`src/hdl/rsk_pkg.sv`:
```
// Shared types, constants and tables for the rover wheel kinematics block.
// No dependencies; every other file imports this package.
package rsk_pkg;

  localparam int unsigned QueueDepthDefault = 2;

  localparam int unsigned CfgIdxW  = 8;
  localparam int unsigned CfgDataW = 16;

  // configuration register indexes
  localparam logic [CfgIdxW-1:0] RegMaxSpeed    = CfgIdxW'(0);
  localparam logic [CfgIdxW-1:0] RegMaxSteer    = CfgIdxW'(1);
  localparam logic [CfgIdxW-1:0] RegTrackWidth  = CfgIdxW'(2);
  localparam logic [CfgIdxW-1:0] RegAxleBase    = CfgIdxW'(3);
  localparam logic [CfgIdxW-1:0] RegTireDiam    = CfgIdxW'(4);

  localparam logic [11:0] MaxSpeedRst   = 12'd1000;
  localparam logic [14:0] MaxSteerRst   = 15'd8192;
  localparam logic [11:0] TrackWidthRst = 12'd400;
  localparam logic [11:0] AxleBaseRst   = 12'd1551;
  localparam logic [10:0] TireDiamRst   = 11'd300;

  localparam logic [14:0] ThetaMax   = 15'd25735;
  localparam logic [20:0] RateMax    = 21'd1048575;
  localparam int unsigned StickFull  = 32767;
  localparam int unsigned StickHalf  = 16383;
  localparam int unsigned R0Scale    = 512000;
  localparam int unsigned CordicGain = 39797;
  localparam int unsigned CordicSteps = 16;

  localparam int unsigned DivNumW  = 48;
  localparam int unsigned DivDenW  = 32;
  localparam int unsigned CordicW  = 34;
  localparam int unsigned CordicZW = 20;

  typedef struct packed {
    logic [27:0] fwd_prod;    // |forward| * max_speed
    logic [30:0] steer_prod;  // |turn| * max_steer
    logic        neg;         // stick_forward above zero
    logic        turn_neg;    // left turn
    logic        turn_pos;    // right turn
  } rsk_item_t;

  typedef struct packed {
    logic [10:0] tire;
    logic [11:0] base;
    logic [11:0] track;
  } rsk_geom_t;

  // CORDIC step angles in 2^-16 rad
  function automatic logic [16:0] rsk_step_angle(input logic [3:0] idx);
    logic [16:0] a;
    case (idx)
      4'd0:    a = 17'd51472;
      4'd1:    a = 17'd30386;
      4'd2:    a = 17'd16055;
      4'd3:    a = 17'd8150;
      4'd4:    a = 17'd4091;
      4'd5:    a = 17'd2047;
      4'd6:    a = 17'd1024;
      4'd7:    a = 17'd512;
      4'd8:    a = 17'd256;
      4'd9:    a = 17'd128;
      4'd10:   a = 17'd64;
      4'd11:   a = 17'd32;
      4'd12:   a = 17'd16;
      4'd13:   a = 17'd8;
      4'd14:   a = 17'd4;
      default: a = 17'd2;
    endcase
    return a;
  endfunction

endpackage

```
`src/hdl/rsk_if.sv`:
```
// Channel interfaces: stick requests in, wheel results out, register writes.
// Depends on rsk_pkg.
interface rsk_in_if import rsk_pkg::*; ();
  logic               valid;
  logic               ready;
  logic signed [15:0] stick_forward;
  logic signed [15:0] stick_turn;
  modport source (output valid, stick_forward, stick_turn, input ready);
  modport sink   (input valid, stick_forward, stick_turn, output ready);
endinterface


```
`src/hdl/rsk_front.sv`:
```
// Front end: accepts stick requests, takes magnitudes and signs, forms products.
// Depends on rsk_pkg and rsk_in_if.
module rsk_front import rsk_pkg::*; (
  rsk_in_if.sink      in_i,
  input  logic [11:0] max_speed_i,
  input  logic [14:0] max_steer_i,
  input  logic        full_i,
  output logic        push_o,
  output rsk_item_t   item_o
);

  logic [15:0] fa;
  logic [15:0] ta;

  // magnitude; the most negative code maps to 32768
  assign fa = in_i.stick_forward[15] ? (~in_i.stick_forward + 16'd1) : in_i.stick_forward;
  assign ta = in_i.stick_turn[15] ? (~in_i.stick_turn + 16'd1) : in_i.stick_turn;

  assign in_i.ready = !full_i;
  assign push_o     = in_i.valid && !full_i;

  always_comb begin
    item_o.fwd_prod   = 28'(fa) * 28'(max_speed_i);
    item_o.steer_prod = 31'(ta) * 31'(max_steer_i);
    item_o.neg        = !in_i.stick_forward[15] && (in_i.stick_forward != '0);
    item_o.turn_neg   = in_i.stick_turn[15];
    item_o.turn_pos   = !in_i.stick_turn[15] && (in_i.stick_turn != '0);
  end

endmodule

```
`src/flat_wrapper.sv`:
```
// flat-port wrapper written by rule: the top's interface ports become plain ports
module rsk_front_flat import rsk_pkg::*;
  (max_speed_i, max_steer_i, full_i, push_o, item_o, in_i_valid, in_i_stick_forward, in_i_stick_turn, in_i_ready);
  rsk_in_if in_i_i ();
  input  logic [11:0] max_speed_i;
  input  logic [14:0] max_steer_i;
  input  logic full_i;
  output logic push_o;
  output rsk_item_t item_o;
  input wire logic [$bits(in_i_i.valid)-1:0] in_i_valid;
  input wire logic [$bits(in_i_i.stick_forward)-1:0] in_i_stick_forward;
  input wire logic [$bits(in_i_i.stick_turn)-1:0] in_i_stick_turn;
  output wire logic [$bits(in_i_i.ready)-1:0] in_i_ready;
  assign in_i_i.valid = in_i_valid;
  assign in_i_i.stick_forward = in_i_stick_forward;
  assign in_i_i.stick_turn = in_i_stick_turn;
  assign in_i_ready = in_i_i.ready;
  rsk_front u_core (.in_i(in_i_i), .max_speed_i(max_speed_i), .max_steer_i(max_steer_i), .full_i(full_i), .push_o(push_o), .item_o(item_o));
endmodule
```
`config.mk`:
```
export PLATFORM = sky130hd
export DESIGN_NAME = rsk_front_flat
export DESIGN_NICKNAME = d
export VERILOG_FILES = /design/src/hdl/rsk_pkg.sv /design/src/hdl/rsk_if.sv /design/src/hdl/rsk_front.sv /design/src/flat_wrapper.sv
export SDC_FILE = /design/constraint.sdc
export NUM_CORES = 1
export LEC_CHECK = 0
export BUFFER_PORTS_ARGS = -buffer_cell sky130_fd_sc_hd__clkbuf_2
export CAP_MARGIN = 20
export CORE_AREA = 2 2 113 225
export DETAILED_ROUTE_END_ITERATION = 8
export DIE_AREA = 0 0 115 227
export PLACE_DENSITY = 0.8
export RECOVER_POWER = 25
export SYNTH_ARGS = -nofsm -noshare
export SYNTH_HDL_FRONTEND = slang
export SYNTH_SLANG_ARGS = --single-unit
```
`constraint.sdc`:
```
create_clock -name vclk -period 15.1
set_clock_uncertainty 0.1 [all_clocks]
set_input_delay 0.755 -clock vclk [all_inputs]
set_output_delay 0.755 -clock vclk [all_outputs]
set_load 0.01 [all_outputs]
```
======== Word level (Yosys, flattened, before mapping) ========
Cells that the tools add are included.
cells by class
  add/sub/neg operators ................... 2
  multipliers ............................. 2
  muxes and demuxes ....................... 2
  bitwise logic cells ..................... 2
  reduce and logical (&&, ||, !) cells .... 8
operators by type and width
  operator                                       number
  adder 16 x 1 -> 16 bit, second input constant  2
  2-to-1 mux 16 bit                              2
  inverter 16 bit                                2
  nonzero test 16 bit                            2
  multiplier 16 x 15 -> 31 bit                   1
  multiplier 16 x 12 -> 28 bit                   1
  logical AND 1 bit                              3
  logical NOT 1 bit                              3
storage, ports and cells
  bits in registers ....................... 0
  output and inout port bits .............. 64

======== Depth between registers and ports, before layout ========
  word-level depth ........................ 4
  gate-level depth with buffers ........... 27

======== Worst setup path before layout ========
Ideal clock, no wire load.
  path kind ............................... input to output
  from .................................... input port in_i_stick_forward[5]
  to ...................................... output port item_o[58] (netlist bit)
  arrival ................................. 7.202 ns
  required time ........................... 14.245 ns
  setup slack ............................. 7.043 ns
  stages on the path ...................... 22
  buffers on the path ..................... 1
  cells stage by stage .................... or4_1 -> or2_2 -> o41ai_1 -> xnor2_1 -> clkbuf_1 -> nand2_1 -> fa_1 -> fa_1 -> inv_1 -> fa_1 -> inv_1 -> fa_1 -> inv_1 -> fa_1 -> ha_1 -> a21oi_1 -> o21ai_0 -> a221o_1 -> a2111o_1 -> a31o_1 -> or4b_1 -> nand3_1
RTL lines
  item             RTL line            RTL
  start, declared  flat_wrapper.sv:11  input wire logic [$bits(in_i_i.stick_forward)-1:0] in_i_stick_forward;
  end, declared    flat_wrapper.sv:9   output rsk_item_t item_o;

==> flow_summary.json <==
{
  "place_inst": 2108,
  "fmax_mhz": 110.6,
  "antenna_found_initial": 0,
  "mostFrequentLayoutCells": "inv_1, fa_1, nand2_1",
  "critPathLaunchType": "primary input",
  "nets": 2365,
  "period_needed_ns": 9.041,
  "wl_met1_mm": 11.23,
  "syn2layout_area_growth_pct": 6.444,
  "dpl.hpwl_mm": 33.43,
  "nClkBuffers": 0,
  "first_pass_iters": 5,
  "synth_nets": 2273,
  "ys_warn_count": 0,
  "wl_mm": 39.51,
  "ys_types": 56,
  "yosysSeqAreaShare_pct": 0,
  "rsz0062_at_grt": "no",
  "drv_cap": 0,
  "worstSetupEndpointType": "output pin",
  "final-hold-violation-count": 0,
  "maxSlewViolCount": 0,
  "place.port_buffers": 125,
  "arrival_ns": 8.19,
  "synth_top_area_share_pct": 43.70,
  "fp.dieH_microns": 227,
  "rows": 81,
  "period_share_pct": 59.88,
  "drtIter0Drc": 566,
  "max-slew-margin-rel_pct": 25.94,
  "crit_top_cell": "fa_1",
  "viasPerCell": 5.817,
  "overflow": 0,
  "start_util_pct": 60.27,
  "grt_pass1_vias": 13660,
  "synth_area_sq_um": 14660,
  "gp_congestion": 0.9573,
  "hold_class": "primary input to output pin",
  "outcome": "finished clean",
  "path_max_fanout": 17,
  "ctsResizeCount": 0,
  "core_sq_um": 24320,
  "drive_above_1_share_pct": 8.356,
  "vias": 12270,
  "final_cells": 2109,
  "hold_buffers": 0,
  "num-fill-cells": 2075,
  "wire_per_inst_microns": 18.74,
  "seq_area_sq_um": 0,
  "required_ns": 14.24,
  "wl_met3_mm": 1.869,
  "tightest_slew_ns": 1.104,
  "yosys.area.top_type": "fa_1",
  "grt_pass1_wl_mm": 63.73,
  "syn_area_per_cell_sq_um": 8.478,
  "cpMaxStageDelayCell": "xnor2_2",
  "final_common_cell": "inv_1",
  "postSynthCellCount": 1729,
  "dr_wl_met2_mm": 22.25,
  "critPathMaxStageDelay_ns": 0.81,
  "setup_violations": 0,
  "drtAntennaViolNets": 0,
  "finalSetupTns_ns": 0,
  "route.detailed.drc": 0,
  "top_layer_used": "met4",
  "grt_usage_pct": 31.50,
  "dieArea_sq_um": 26110,
  "die_w_microns": 115,
  "design.seq.count": 0,
  "postCtsSetupBuffers": 0,
  "ioPinCount": 125,
  "critical-path-top-delay-family": "adder cells",
  "synth_area_leaders": "fa_1, ha_1, inv_1, and2_1, nand2_1",
  "num_antenna_cells": 0,
  "critical_path_class": "primary input to output pin",
  "worst-path-buf-inv": 7,
  "grt_max_degree": 19
}
==> final timing paths <==
check	endpoint	startpoint	slack [ns]	cells after the start
setup / recovery	item_o[31]	in_i_stick_turn[0]	6.06	25
hold / removal	push_o	full_i	1.65	3
==> metal layers <==
layer | vias up | track usage, %
li1 | 5429 | -
met1 | 6114 | 26.47
met2 | 483 | 61.75
met3 | 241 | 4.526
met4 | 0 | 26.16
met5 | - | 0
==> synth_stat cells (6+ instances only) <==
library cell,n
inv_1,366
fa_1,320
nand2_1,260
and2_1,212
ha_1,163
clkbuf_1,61
xnor2_1,54
a21oi_1,49
o21ai_0,37
nor2_1,35
a21o_1,22
xor2_1,16
nand3_1,15
o31ai_1,9
a211oi_1,8
nand2b_1,8
o21bai_1,8
nor2b_1,6
nor3_1,6
o21a_1,6
o41ai_1,6
==> final cells by class <==
| cell class | count | area, sq um | share of cell area [%] |
|---|---|---|---|
| multi-input combinational | 1298 | 13040 | 83.56 |
| tap | 290 | 362.8 | 2.325 |
| timing repair buffer | 155 | 828.3 | 5.308 |
| inverter | 366 | 1374 | 8.804 |
==> cell families (layout without fill, tap and decap cells) <==
kind of cell    Yosys count  count (layout)  share of synthesized area (%)
compound gates          172             172                          7.545
mux                       2               2                         0.1451
xor+xnor                 70              70                          4.182
simple gates            571             571                          19.41
fa+ha+maj               483             483                          57.61
buf+inv                 431             521                          11.10
==> through the flow <==
step | worst slack (ns) | hold slack [ns] | area (sq um) | utilization [%]
6_report | 6.059 | 1.648 | 15600 | 64.15
5_1_grt | 5.571 | 1.668 | 15600 | 64.15
4_1_cts | 5.751 | 1.648 | 15620 | 64.21
3_5_place_dp | 5.761 | 1.648 | 15620 | 64.21
3_3_place_gp | 5.986 | 1.638 | 15600 | 64.15
2_1_floorplan | 7.043 | 1.454 | 14660 | -
==> worst min-delay path, cell delays in order <==
cell and delay [ns]:
clkbuf_2 0.09, nor2b_1 0.04, clkbuf_1 0.11
Power is left out: the tool's default activity adds up to more than one toggle a clock period on the data nets, which glitch-free logic cannot reach.
