### config.mk
export PLATFORM = sky130hd
export DESIGN_NAME = rsk_queue
export DESIGN_NICKNAME = d
export VERILOG_FILES = /design/src/hdl/rsk_pkg.sv /design/src/hdl/rsk_queue.sv
export SDC_FILE = /design/constraint.sdc
export NUM_CORES = 1
export LEC_CHECK = 0
export ABC_CLOCK_PERIOD_IN_PS = 4300
export BUFFER_PORTS_ARGS = -buffer_cell sky130_fd_sc_hd__buf_4
export CAP_MARGIN = 40
export CORE_MARGIN = 2
export CORE_UTILIZATION = 50
export CTS_BUF_LIST = sky130_fd_sc_hd__clkbuf_8
export CTS_CLUSTER_DIAMETER = 50
export DETAILED_ROUTE_END_ITERATION = 12
export GPL_TIMING_DRIVEN = 1
export PLACE_DENSITY = 0.76
export SLEW_MARGIN = 40
export SYNTH_ARGS = -nofsm -noshare
export SYNTH_HDL_FRONTEND = slang
export SYNTH_SLANG_ARGS = --single-unit
### constraint.sdc
create_clock -name clk_i -period 4.3 [get_ports clk_i]
set_input_delay 0.86 -clock clk_i [delete_from_list [all_inputs] [get_ports clk_i]]
set_output_delay 0.86 -clock clk_i [all_outputs]
set_load 0.005 [all_outputs]
### src/hdl/rsk_pkg.sv
// Shared types, constants and tables for the rover wheel kinematics block.
// No dependencies; every other file imports this package.
package rsk_pkg;

  localparam int unsigned QueueDepthDefault = 2;

  localparam int unsigned CfgIdxW  = 8;
  localparam int unsigned CfgDataW = 16;

  // configuration register indexes
  localparam logic [CfgIdxW-1:0] RegMaxSpeed    = CfgIdxW'(0);
  localparam logic [CfgIdxW-1:0] RegMaxSteer    = CfgIdxW'(1);
  localparam logic [CfgIdxW-1:0] RegTrackWidth  = CfgIdxW'(2);
  localparam logic [CfgIdxW-1:0] RegAxleBase    = CfgIdxW'(3);
  localparam logic [CfgIdxW-1:0] RegTireDiam    = CfgIdxW'(4);

  localparam logic [11:0] MaxSpeedRst   = 12'd1000;
  localparam logic [14:0] MaxSteerRst   = 15'd8192;
  localparam logic [11:0] TrackWidthRst = 12'd400;
  localparam logic [11:0] AxleBaseRst   = 12'd1551;
  localparam logic [10:0] TireDiamRst   = 11'd300;

  localparam logic [14:0] ThetaMax   = 15'd25735;
  localparam logic [20:0] RateMax    = 21'd1048575;
  localparam int unsigned StickFull  = 32767;
  localparam int unsigned StickHalf  = 16383;
  localparam int unsigned R0Scale    = 512000;
  localparam int unsigned CordicGain = 39797;
  localparam int unsigned CordicSteps = 16;

  localparam int unsigned DivNumW  = 48;
  localparam int unsigned DivDenW  = 32;
  localparam int unsigned CordicW  = 34;
  localparam int unsigned CordicZW = 20;

  typedef struct packed {
    logic [27:0] fwd_prod;    // |forward| * max_speed
    logic [30:0] steer_prod;  // |turn| * max_steer
    logic        neg;         // stick_forward above zero
    logic        turn_neg;    // left turn
    logic        turn_pos;    // right turn
  } rsk_item_t;

  typedef struct packed {
    logic [10:0] tire;
    logic [11:0] base;
    logic [11:0] track;
  } rsk_geom_t;

  // CORDIC step angles in 2^-16 rad
  function automatic logic [16:0] rsk_step_angle(input logic [3:0] idx);
    logic [16:0] a;
    case (idx)
      4'd0:    a = 17'd51472;
      4'd1:    a = 17'd30386;
      4'd2:    a = 17'd16055;
      4'd3:    a = 17'd8150;
      4'd4:    a = 17'd4091;
      4'd5:    a = 17'd2047;
      4'd6:    a = 17'd1024;
      4'd7:    a = 17'd512;
      4'd8:    a = 17'd256;
      4'd9:    a = 17'd128;
      4'd10:   a = 17'd64;
      4'd11:   a = 17'd32;
      4'd12:   a = 17'd16;
      4'd13:   a = 17'd8;
      4'd14:   a = 17'd4;
      default: a = 17'd2;
    endcase
    return a;
  endfunction

endpackage

### src/hdl/rsk_queue.sv
// Short request queue between front end and back end.
// Depends on rsk_pkg.
module rsk_queue import rsk_pkg::*; #(
  parameter int unsigned Depth = QueueDepthDefault
) (
  input  logic      clk_i,
  input  logic      rst_ni,
  input  logic      push_i,
  input  rsk_item_t item_i,
  input  logic      pop_i,
  output rsk_item_t item_o,
  output logic      full_o,
  output logic      empty_o
);

  localparam int unsigned PtrW = (Depth > 1) ? $clog2(Depth) : 1;
  localparam int unsigned CntW = $clog2(Depth + 1);

  rsk_item_t       mem_q [Depth];
  logic [PtrW-1:0] wr_ptr_q, rd_ptr_q;
  logic [CntW-1:0] cnt_q;

  function automatic logic [PtrW-1:0] next_ptr(input logic [PtrW-1:0] p);
    return (p == PtrW'(Depth - 1)) ? '0 : p + PtrW'(1);
  endfunction

  assign full_o  = (cnt_q == CntW'(Depth));
  assign empty_o = (cnt_q == '0);
  assign item_o  = mem_q[rd_ptr_q];

  always_ff @(posedge clk_i) begin
    if (push_i) begin
      mem_q[wr_ptr_q] <= item_i;
    end
  end

  always_ff @(posedge clk_i or negedge rst_ni) begin
    if (!rst_ni) begin
      wr_ptr_q <= '0;
      rd_ptr_q <= '0;
      cnt_q    <= '0;
    end else begin
      if (push_i) wr_ptr_q <= next_ptr(wr_ptr_q);
      if (pop_i)  rd_ptr_q <= next_ptr(rd_ptr_q);
      if (push_i && !pop_i) begin
        cnt_q <= cnt_q + CntW'(1);
      end else if (pop_i && !push_i) begin
        cnt_q <= cnt_q - CntW'(1);
      end
    end
  end

  a_no_overflow: assert property (@(posedge clk_i) disable iff (!rst_ni)
    push_i |-> (cnt_q != CntW'(Depth))) else $error("queue push while full");
  a_no_underflow: assert property (@(posedge clk_i) disable iff (!rst_ni)
    pop_i |-> (cnt_q != '0)) else $error("queue pop while empty");

endmodule

# Yosys cells after proc, flatten, opt, wreduce, memory -nomap -nowiden
# Memory sizes are Yosys's and may differ from the RTL's.
# Index checks and enable logic that the tools add are counted.
# Widths: inputs -> output; s select.
dict set report word_totals {
  reg_bits 4
  mem_count 1
  inputBits 66
  output_inout_bits 64
  elab_cells 21
  ram_bits 124
}
dict set report op_classes {
  n_mux 6
  reduce_logical 6
  n_eq_ne 1
  add_sub_neg 4
}
# name words width read_ports rd_clocked_by_memory_dff write_ports line_no
set memory_table {}
lappend memory_table {mem_q 2 62 1 0 1 rsk_queue.sv:19} ;# rsk_item_t mem_q [Depth];
# cell count
set ops {}
lappend ops {{$mux 1} 4}
lappend ops {{$mux 2} 2}
lappend ops {{$add 1x1->1 const B} 2}
lappend ops {{$add 2x1->2 const B} 1}
lappend ops {{$eq 2x2->1 const B} 1}
lappend ops {{$logic_and 1x1->1} 2}
lappend ops {{$logic_not 1->1} 2}
lappend ops {{$logic_not 2->1} 1}
lappend ops {{$reduce_bool 2->1} 1}
lappend ops {{$sub 2x1->2 const B} 1}

# Longest topological paths before layout
# Gate-level depths: netlist (run 1).
dict set report depth {
  word_depth 4
  ltp_mapped 5
  ltp_nobuf 5
}

# Worst setup path before layout (run 1)
# OpenSTA, ideal clock, no wires.
dict set report synth_path {
  path_kind {input port to flip-flop}
  startpoint {input push_i}
  endpoint {memory mem_q[0][0] (netlist name) (enable)}
  arrival_ns 3.589
  slack_ns 0.221
  stages 1
  t_required_ns 3.810
  path_buffers 0
  setup_ns 0.490
  path_cell_list {nor2b_1}
}
dict set report synth_between {
  elab_chain_cells 2
}
# element line_no
set synth_lines {}
lappend synth_lines {{from (decl)} rsk_queue.sv:8} ;# input logic push_i,
lappend synth_lines {{$mux 1} rsk_queue.sv:32} ;# if (push_i) begin
lappend synth_lines {{$mux 1 (implied by the code)} rsk_queue.sv:33} ;# mem_q[wr_ptr_q] <= item_i;
lappend synth_lines {{to (decl)} rsk_queue.sv:19}
# Every way passes these cells.

==> key figures, run 1 <==
Outcome
  • Status: finished, final reports clean

Clock tree
  • Number of gates resized after cts: 0
  • Clock latency on the worst-skew pair: 0.42 ns
  • Post-CTS setup buffer count: 0
  • Clk pin slew, worst setup/hold paths: 0.07 ns
  • Root buffer cell: clkbuf_8
  • CTS buffer count: 17
  • CTS tree: done
  • Clk buf depth: 2
  • H-tree depth: 4
  • Hold buffer count at cts: 0
  • Clk sink count: 128

Drt
  • Via density: 4.74
  • Drt first pass iters: 4
  • Detailed-route via count: 2,375
  • DR DRC count: 0
  • Routed WL: 8170 um
  • ANT nets after route: 0
  • Wire per inst: 16.3 um
  • Iteration-0 DRC Markers: 95

Synth
  • Netlist Area Pre-Place: 4960 um2
  • Yosys cell types: 13
  • Post-synthesis xor/xnor area fraction: 0.883%
  • Mux cell area share after synthesis: 18.5%
  • Syn Inst Count: 209
  • Sequential area share after synthesis: 77.1%
  • Syn nets: 276
  • Simple-Gate Fraction of Synth Area: 0.530%
  • Flops & latches, synth: 128
  • Syn Area/Cell: 23.7 um2
  • Post-synthesis adder-cell area fraction: 0.252%
  • Largest family of logic cells by synthesized area: multiplexers
  • Synth Warn #: 0
  • Synth Area in Compound Gates: 0%

Timing
  • Final worst-path cycle share: 63.8%
  • Clk_skew: 0.00619 ns
  • Setup ws final: 1.56 ns
  • # setup viols final: 0
  • Fin. max-slew vios: 0
  • RSZ-0062 raised after global routing: no
  • Worst slew pin tran: 0.748 ns
  • Fmax: 365 MHz
  • Post-route minimum period: 2.74 ns
  • Final hold vios: 0
  • Setup TNS: 0 ns
  • Slew HR: 50.2%

Floorplan
  • Core area: 9680 um2
  • Die span in y: 104 um
  • Die ar.: 10,700 um2
  • Row count: 36
  • Ports: 130
  • Starting density of the core: 51.2%
  • Die Wd: 104 um

Pwr
  • VDD IR-drop max: 0.404 mV
  • Reg power frac: 43.4%
  • Pwr/cell area: 633 nW/um2
  • Switching power: 1.05 mW
  • Comb power frac: 31.7%
  • Switching share of power: 25.8%
  • Clk pwr share: 25.0%
  • Cell Int Power: 3.03 mW
  • LEAKAGE: 2.61 nW

Placement
  • Place WS: 1.82 ns
  • Final HPWL DP: 5410 um
  • RePlAce Congestion: 0.673
  • Placed cells: 469
  • Port-buffer cells: 129

Worst setup path
  • CP required: 3.44 ns
  • Worst setup EP type: output port
  • Setup CP Type: flop to output port
  • Arr. time, crit path: 1.88 ns
  • Critical Path Source Type: flop
  • Max FO, Critical Path: 31

Layout
  • Nets: 422
  • Filler instances: 667
  • Non-Filler Instances: 501
  • N_diodes: 0
  • Final Util: 66.7%
  • Area Overhead vs Synth: 30.1%
  • Register area: 3830 um2
  • Multi-input gate area: 1010 um2
  • Share of cells above drive strength 1: 62.2%

GRT
  • Vias in the first global route: 2,504
  • Largest net degree at the start of global routing: 41
  • Total congestion overflow: 0
  • Global-route wire length before repair: 12,800 um
  • Total track usage: 15.9%
  • Initial antenna violation count: 0

Hold path
  • Hold Path Class: input pin to async pin

Run
  • Max-Cap Viols: 0
[synth_stat cells]
cell type / count / area share, %
mux2_2: 3 / 0.68
nor2_1: 2 / 0.15
dfrtp_1: 4 / 2.0
inv_1: 1 / 0.076
ha_1: 1 / 0.25
nor2b_1: 2 / 0.25
mux2_4: 59 / 18
and2_1: 1 / 0.13
xnor2_1: 1 / 0.18
buf_12: 6 / 2.4
xor2_1: 4 / 0.71
edfxtp_1: 124 / 75
buf_6: 1 / 0.23
[critical path, cell delays in order (launching register included)]
cell	delay, ns
dfrtp_4	0.64
buf_12	0.29
mux2_2	0.37
buf_4	0.14
[cells in the final DEF (no fill, tap or decap)]
cell type	instances
buf_4	131
edfxtp_1	124
mux2_4	59
clkbuf_8	17
xor2_1	4
clkinvlp_4	4
mux2_2	3
bufinv_16	3
clkinv_2	3
dfrtp_1	3
buf_12	3
nor2_1	2
clkinv_4	2
clkinv_1	2
inv_1	1
and2_2	1
nor2b_1	1
nor2b_4	1
xnor2_1	1
ha_1	1
inv_6	1
dfrtp_4	1
[final cells by class]
type	count	share of cell area, %
flip-flops and latches	128	59.3
clock buffers	17	3.62
well taps	133	2.58
clock inverters	15	2.62
repair buffers	134	16.2
multi-input cells	73	15.7
inverters	1	0.0582
[stage by stage]
step / hold WS [ns] / total power, mW / instance area (um2)
after floorplan: 0.455 / 2.63 / 4960
after global placement: 0.472 / 3.06 / 6010
after detailed placement: 0.479 / 3.11 / 6050
after CTS: 0.192 / 4.14 / 6450
after global routing: 0.189 / 4.28 / 6450
final: 0.222 / 4.09 / 6450
[power by group through the flow]
stage / clock [mW] / sequential (mW) / combinational [mW]
after global placement: 0 / 1.90 / 1.16
after CTS: 1.05 / 1.78 / 1.32
after detailed placement: 0 / 1.80 / 1.31
after floorplan: 0 / 1.75 / 0.878
final: 1.02 / 1.77 / 1.29
after global routing: 1.11 / 1.80 / 1.38
[path summary, 6_finish.rpt]
kind / startpoint / endpoint / slack [ns] / depth (start not counted)
hold / removal: rst_ni / rd_ptr_q$_DFFE_PN0P_ / 0.22 / 1
min in group clk_i: cnt_q[1]$_DFFE_PN0P_ / cnt_q[1]$_DFFE_PN0P_ / 0.49 / 1
setup / recovery: rd_ptr_q$_DFFE_PN0P_ / item_o[42] / 1.56 / 3
setup reg to reg: wr_ptr_q$_DFFE_PN0P_ / mem_q[1][55]$_DFFE_PP_ / 2.39 / 2
max in group asynchronous: rst_ni / rd_ptr_q$_DFFE_PN0P_ / 3.96 / 1
hold reg to reg: cnt_q[1]$_DFFE_PN0P_ / cnt_q[1]$_DFFE_PN0P_ / 0.49 / 1
[layer usage]
layer	up-vias	GRT usage [%]	wire, um
met5	-	0	0
met4	0	6.37	127
met3	10	6.61	578
met2	95	26.7	4210
met1	1157	18.2	3260
li1	1113	-	-
[registers in the layout, summed over array words and instances, names as in the netlist]
register  flops
mem_q       124
cnt_q         2
wr_ptr_q      1
rd_ptr_q      1
[logic make-up after synthesis]
| logic type | count (synthesis) |
|---|---|
| adder cells (fa/ha/maj) | 1 |
| flip-flops | 128 |
| buffers and inverters | 8 |
| multiplexers | 62 |
| XOR/XNOR | 5 |
| AND/OR/NAND/NOR | 5 |
No activity file was read; power rests on OpenSTA's default activity.
==> run 2, diff against run 1 <==
--- a/config.mk
+++ b/config.mk
@@ -5,7 +5,7 @@
 export SDC_FILE = /design/constraint.sdc
 export NUM_CORES = 1
 export LEC_CHECK = 0
-export ABC_CLOCK_PERIOD_IN_PS = 4300
+export ABC_CLOCK_PERIOD_IN_PS = 2800
 export BUFFER_PORTS_ARGS = -buffer_cell sky130_fd_sc_hd__buf_4
 export CAP_MARGIN = 40
 export CORE_MARGIN = 2
==> constraint.sdc (replaced) <==
create_clock -name clk_i -period 2.8 [get_ports clk_i]
set_input_delay 0.56 -clock clk_i [delete_from_list [all_inputs] [get_ports clk_i]]
set_output_delay 0.56 -clock clk_i [all_outputs]
set_load 0.005 [all_outputs]
==> run 2 against run 1 <==
  * Cell count grew 0.40%
  * Critical path depth is the same
  * Combinational power grew 55%
  * Setup slack lost 1.2 ns
  * Flip-flop and latch count is the same
  * Sequential power grew 54%
  * Die area is the same
  * Register-to-register slack lost 0.92 ns
  * Clock power grew 67%
  * Count of clock-buffer cells in the layout is the same
  * Utilization grew 0.52 points
  * Power grew 57%
  * Critical path type unchanged
  * Largest power group unchanged
  * Highest routed layer unchanged
==> key figures, run 2 (synthesized netlist as in run 1, its figures left out) <==
Clock tree
  • Root buffer cell: clkbuf_8
  • Clock latency on the worst-skew pair: 0.42 ns
  • Post-CTS setup buffer count: 0
  • H-tree depth: 4
  • Clk sink count: 128
  • Clk pin slew, worst setup/hold paths: 0.07 ns
  • CTS buffer count: 17
  • CTS tree: done
  • Clk buf depth: 2

Timing
  • # setup viols final: 0
  • Post-route minimum period: 2.40 ns
  • Hold slack: 0.318 ns
  • Fin. max-slew vios: 0
  • Setup TNS: 0 ns
  • Clk_skew: 0.00894 ns
  • Worst slew pin tran: 0.393 ns
  • Final worst-path cycle share: 85.6%
  • Final hold vios: 0
  • Fmax: 417 MHz
  • RSZ-0062 raised after global routing: no
  • Slew HR: 73.8%

Worst setup path
  • Critical Path Source Type: flop
  • CP peak stage delay: 0.63 ns
  • Buffers and inverters on the worst path: 2
  • Slowest CP cell: dfrtp_4
  • Max FO, Critical Path: 18
  • Setup CP Type: flop to output port
  • Critical path's top delay family: flip-flops
  • CP required: 2.24 ns
  • Critical path's most frequent cell: buf_4
  • CP Cell Sequence: buf_4 > mux2_4 > buf_4
  • Arr. time, crit path: 1.84 ns
  • Worst setup EP type: output port

Drt
  • Routed WL: 8230 um
  • Via density: 4.71
  • DR DRC count: 0
  • ANT nets after route: 0
  • Iteration-0 DRC Markers: 110
  • Wire per inst: 16.4 um
  • Detailed-route via count: 2,368
  • Drt first pass iters: 4

Layout
  • Share of cells above drive strength 1: 61.6%
  • Area Overhead vs Synth: 31.1%
  • N_diodes: 0
  • Filler instances: 654
  • Top reg by flops: mem_q
  • Nets: 424
  • Most frequent cells in the layout: buf_4 (132), edfxtp_1 (124), mux2_4 (59)
  • Most common cell after layout, fill and taps aside: buf_4
  • Max reg flops: 124
  • Largest registers: mem_q: 124 flops, cnt_q: 2 flops
  • Final Cell Area: 6500 um2
  • Final Util: 67.2%

Placement
  • Placed inst area: 6060 um2
  • Final HPWL DP: 5370 um
  • Port-buffer cells: 129
  • RePlAce Congestion: 0.712

Hold path
  • Hold Path Class: input pin to flop

GRT
  • Total congestion overflow: 0
  • Global-route wire length before repair: 12,400 um
  • GR peak layer: met2
  • GR Layer Usage met3: 6.29%
  • Vias in the first global route: 2,453
  • Largest net degree at the start of global routing: 63
  • Total track usage: 15.8%
  • GR met2 Demand/Resource: 27.2%
  • Initial antenna violation count: 0
  • Met1 usage: 17.1%

Pwr
  • Clk pwr share: 26.5%
  • Switching power: 1.59 mW
  • VDD IR-drop max: 0.636 mV
  • Cell Int Power: 4.83 mW
  • Switching share of power: 24.7%
  • LEAKAGE: 2.65 nW
  • Pwr/cell area: 987 nW/um2
  • Comb power frac: 31.1%
  • Reg power frac: 42.4%

Floorplan
  • Die ar.: 10,700 um2
  • Row count: 36
  • Die span in y: 104 um
  • Starting density of the core: 51.2%
  • Ports: 130
  • Core area: 9680 um2
  • Die Wd: 104 um

Run
  • Max-Cap Viols: 0

Outcome
  • Status: finished, final reports clean
## run 2: cell types whose count changed in the layout (fill, tap and decap cells not counted), sizes merged
cell / previous run / this run
inv: 2 / 4
clkinvlp: 4 / 1
bufinv: 3 / 5
clkinv: 7 / 6
buf: 134 / 135
dlygate4sd3: 0 / 1
## run 2: through the flow
step	setup WS, ns	power (mW)	instances
6_report	0.402	6.42	503
5_1_grt	0.302	6.71	503
4_1_cts	0.361	6.50	503
3_5_place_dp	0.831	4.79	470
3_3_place_gp	0.844	4.74	470
2_1_floorplan	0.181	4.03	209
## run 2: area by class of cell
class	instances	area, um2	area share, %
Sequential cell	128	3830	58.8
Timing Repair Buffer	136	1060	16.3
Multi-Input combinational cell	73	1010	15.5
Clock buffer	17	234	3.60
Clock inverter	15	201	3.10
Tap cell	133	166	2.56
Inverter	1	3.75	0.0577
## run 2: path summary, 6_finish.rpt
check / start / endpoint / slack, ns / cells after the start
max: rd_ptr_q$_DFFE_PN0P_ / item_o[44] / 0.40 / 3
min: item_i[2] / mem_q[1][2]$_DFFE_PP_ / 0.32 / 1
max reg2reg: wr_ptr_q$_DFFE_PN0P_ / mem_q[1][18]$_DFFE_PP_ / 1.47 / 2
min reg2reg: cnt_q[1]$_DFFE_PN0P_ / cnt_q[1]$_DFFE_PN0P_ / 0.49 / 1
max in group asynchronous: rst_ni / rd_ptr_q$_DFFE_PN0P_ / 2.23 / 2
min in group asynchronous: rst_ni / cnt_q[1]$_DFFE_PN0P_ / 0.46 / 2
## run 2: layer usage
metal  wire [um]  vias to the layer above
met5           0                        -
met1        3200                     1162
met2        4400                       78
met3         497                       11
li1            -                     1117
met4         129                        0
## run 2: power by group through the flow
stage,clock network (mW),registers (mW),logic (mW)
floorplan,0,2.68,1.35
global placement,0,2.74,2.00
detailed placement,0,2.77,2.02
CTS,1.74,2.73,2.03
global route,1.84,2.76,2.12
finish,1.70,2.72,2.00
## run 2: repair_timing
action                    4_1_cts  5_1_grt
resized for setup               0        0
hold buffers                    1        0
hold endpoints to repair        4        0
## run 2: worst register-to-register path, stage by stage, from the launching register on
cell and delay (ns):
dfrtp_1 0.42, and2_2 0.20, buf_12 0.29
==> run 3, diff against run 2 <==
--- a/config.mk
+++ b/config.mk
@@ -5,7 +5,7 @@
 export SDC_FILE = /design/constraint.sdc
 export NUM_CORES = 1
 export LEC_CHECK = 0
-export ABC_CLOCK_PERIOD_IN_PS = 2800
+export ABC_CLOCK_PERIOD_IN_PS = 2600
 export BUFFER_PORTS_ARGS = -buffer_cell sky130_fd_sc_hd__buf_4
 export CAP_MARGIN = 40
 export CORE_MARGIN = 2
==> constraint.sdc (replaced) <==
create_clock -name clk_i -period 2.6 [get_ports clk_i]
set_input_delay 0.52 -clock clk_i [delete_from_list [all_inputs] [get_ports clk_i]]
set_output_delay 0.52 -clock clk_i [all_outputs]
set_load 0.005 [all_outputs]
==> run 3 against run 2 <==
  * Clock skew fell by 0.0044 ns
  * Flip-flop and latch count did not move
  * Register-to-register slack got worse by 0.32 ns
  * Global-route usage fell by 0.23 points
  * Clock power rose by 5%
  * Sequential power rose by 9.2%
  * Worst hold slack got worse by 0.038 ns
  * Final area fell by 0.31%
  * Setup slack got worse by 0.23 ns
  * Cell count did not move
  * Via count barely moved
  * Critical endpoint is now item_o[56]
  * Largest power group unchanged
==> key figures, run 3 (synthesized netlist as in run 1, its figures left out) <==
Drt
  • Wire per inst: 16.1 um
  • Iteration-0 DRC Markers: 114
  • DR DRC count: 0
  • Detailed-route via count: 2,370
  • Routed WL: 8110 um
  • ANT nets after route: 0
  • Via density: 4.71
  • Drt first pass iters: 4

Pwr
  • LEAKAGE: 2.62 nW
  • Pwr/cell area: 1050 nW/um2
  • Pwr Total: 6.84 mW
  • VDD IR-drop max: 0.586 mV

Layout
  • Most frequent cells in the layout: buf_4 (133), edfxtp_1 (124), mux2_4 (59)
  • N_diodes: 0
  • Nets: 424
  • Most common cell after layout, fill and taps aside: buf_4
  • Area Overhead vs Synth: 30.7%
  • Register area: 3830 um2
  • Top reg by flops: mem_q
  • Filler instances: 635
  • Share of cells above drive strength 1: 62.2%
  • Largest registers: mem_q: 124 flops, cnt_q: 2 flops
  • Max reg flops: 124
  • Non-Filler Instances: 503
  • Final Util: 67.0%
  • Multi-input gate area: 1010 um2

Timing
  • Setup TNS: 0 ns
  • Post-route minimum period: 2.43 ns
  • Hold slack: 0.279 ns
  • Worst slew pin tran: 0.561 ns
  • RSZ-0062 raised after global routing: no
  • Slew HR: 62.6%
  • Final worst-path cycle share: 93.5%
  • Clk_skew: 0.00450 ns
  • # setup viols final: 0
  • Fin. max-slew vios: 0
  • Final hold vios: 0
  • Fmax: 411 MHz

Placement
  • RePlAce Congestion: 0.699
  • Port-buffer cells: 129
  • Final HPWL DP: 5310 um
  • Placed cells: 470

Clock tree
  • CTS tree: done
  • Clk pin slew, worst setup/hold paths: 0.07 ns
  • Number of gates resized after cts: 0
  • CTS buffer count: 17
  • Root buffer cell: clkbuf_8
  • Clock latency on the worst-skew pair: 0.42 ns
  • Clk sink count: 128
  • H-tree depth: 4
  • Clk buf depth: 2
  • Hold buffer count at cts: 1
  • Post-CTS setup buffer count: 0

GRT
  • Total track usage: 15.6%
  • Total congestion overflow: 0
  • Vias in the first global route: 2,454
  • Global-route wire length before repair: 12,400 um
  • Largest net degree at the start of global routing: 42
  • Initial antenna violation count: 0

Floorplan
  • Die span in y: 104 um
  • Die Wd: 104 um
  • Starting density of the core: 51.2%
  • Ports: 130
  • Core area: 9680 um2
  • Die ar.: 10,700 um2
  • Row count: 36

Worst setup path
  • Slowest CP cell: dfrtp_4
  • Critical path's top delay family: flip-flops
  • CP peak stage delay: 0.75 ns
  • CP required: 2.08 ns
  • Worst setup EP type: output port
  • Stages on worst setup path: 3
  • Reg2Reg Depth: 2
  • Arr. time, crit path: 1.91 ns
  • Max FO, Critical Path: 25
  • CP Cell Sequence: buf_12 > mux2_4 > buf_4
  • Buffers and inverters on the worst path: 2
  • Setup CP Type: flop to output port
  • Critical Path Source Type: flop

Outcome
  • Status: finished, final reports clean

Hold path
  • Worst hold path depth: 2
  • Hold Path Class: input pin to flop

Run
  • Max-Cap Viols: 0
run 3: final timing paths:
path	start	endpoint	slack (ns)
max	rd_ptr_q$_DFFE_PN0P_	item_o[56]	0.17
min	pop_i	rd_ptr_q$_DFFE_PN0P_	0.28
max reg2reg	wr_ptr_q$_DFFE_PN0P_	mem_q[1][11]$_DFFE_PP_	1.15
min reg2reg	cnt_q[1]$_DFFE_PN0P_	cnt_q[1]$_DFFE_PN0P_	0.49
max in group asynchronous	rst_ni	rd_ptr_q$_DFFE_PN0P_	2.05
min in group asynchronous	rst_ni	rd_ptr_q$_DFFE_PN0P_	0.44
run 3: cell type report:
type / count / area share (%)
tap: 133 / 2.57
inverter: 1 / 0.0579
clock buffer: 17 / 3.61
sequential: 128 / 59.0
timing repair buffer: 136 / 16.2
multi-input combinational: 73 / 15.6
clock inverter: 15 / 2.99
run 3: per-stage QoR:
stage	cell area, um2	worst slack (ns)
after detailed placement	6050	0.606
after floorplan	4960	0.0210
final	6480	0.170
after CTS	6480	0.123
after global routing	6480	0.0713
after global placement	6050	0.609
run 3: report_power, final:
group          switching [mW]  internal, mW  leakage (nW)  total, mW
sequential              0.224          2.74          1.21       2.97
combinational           0.768          1.33          1.21       2.09
clock                   0.739          1.04         0.203       1.78
total                    1.73          5.11          2.62       6.84
run 3: layer usage:
metal	global-route usage [%]	vias to the layer above	wire length [um]
met4	7.82	0	99
li1	-	1119	-
met3	5.10	8	434
met1	17.6	1168	3200
met2	26.5	75	4370
met5	0	-	0
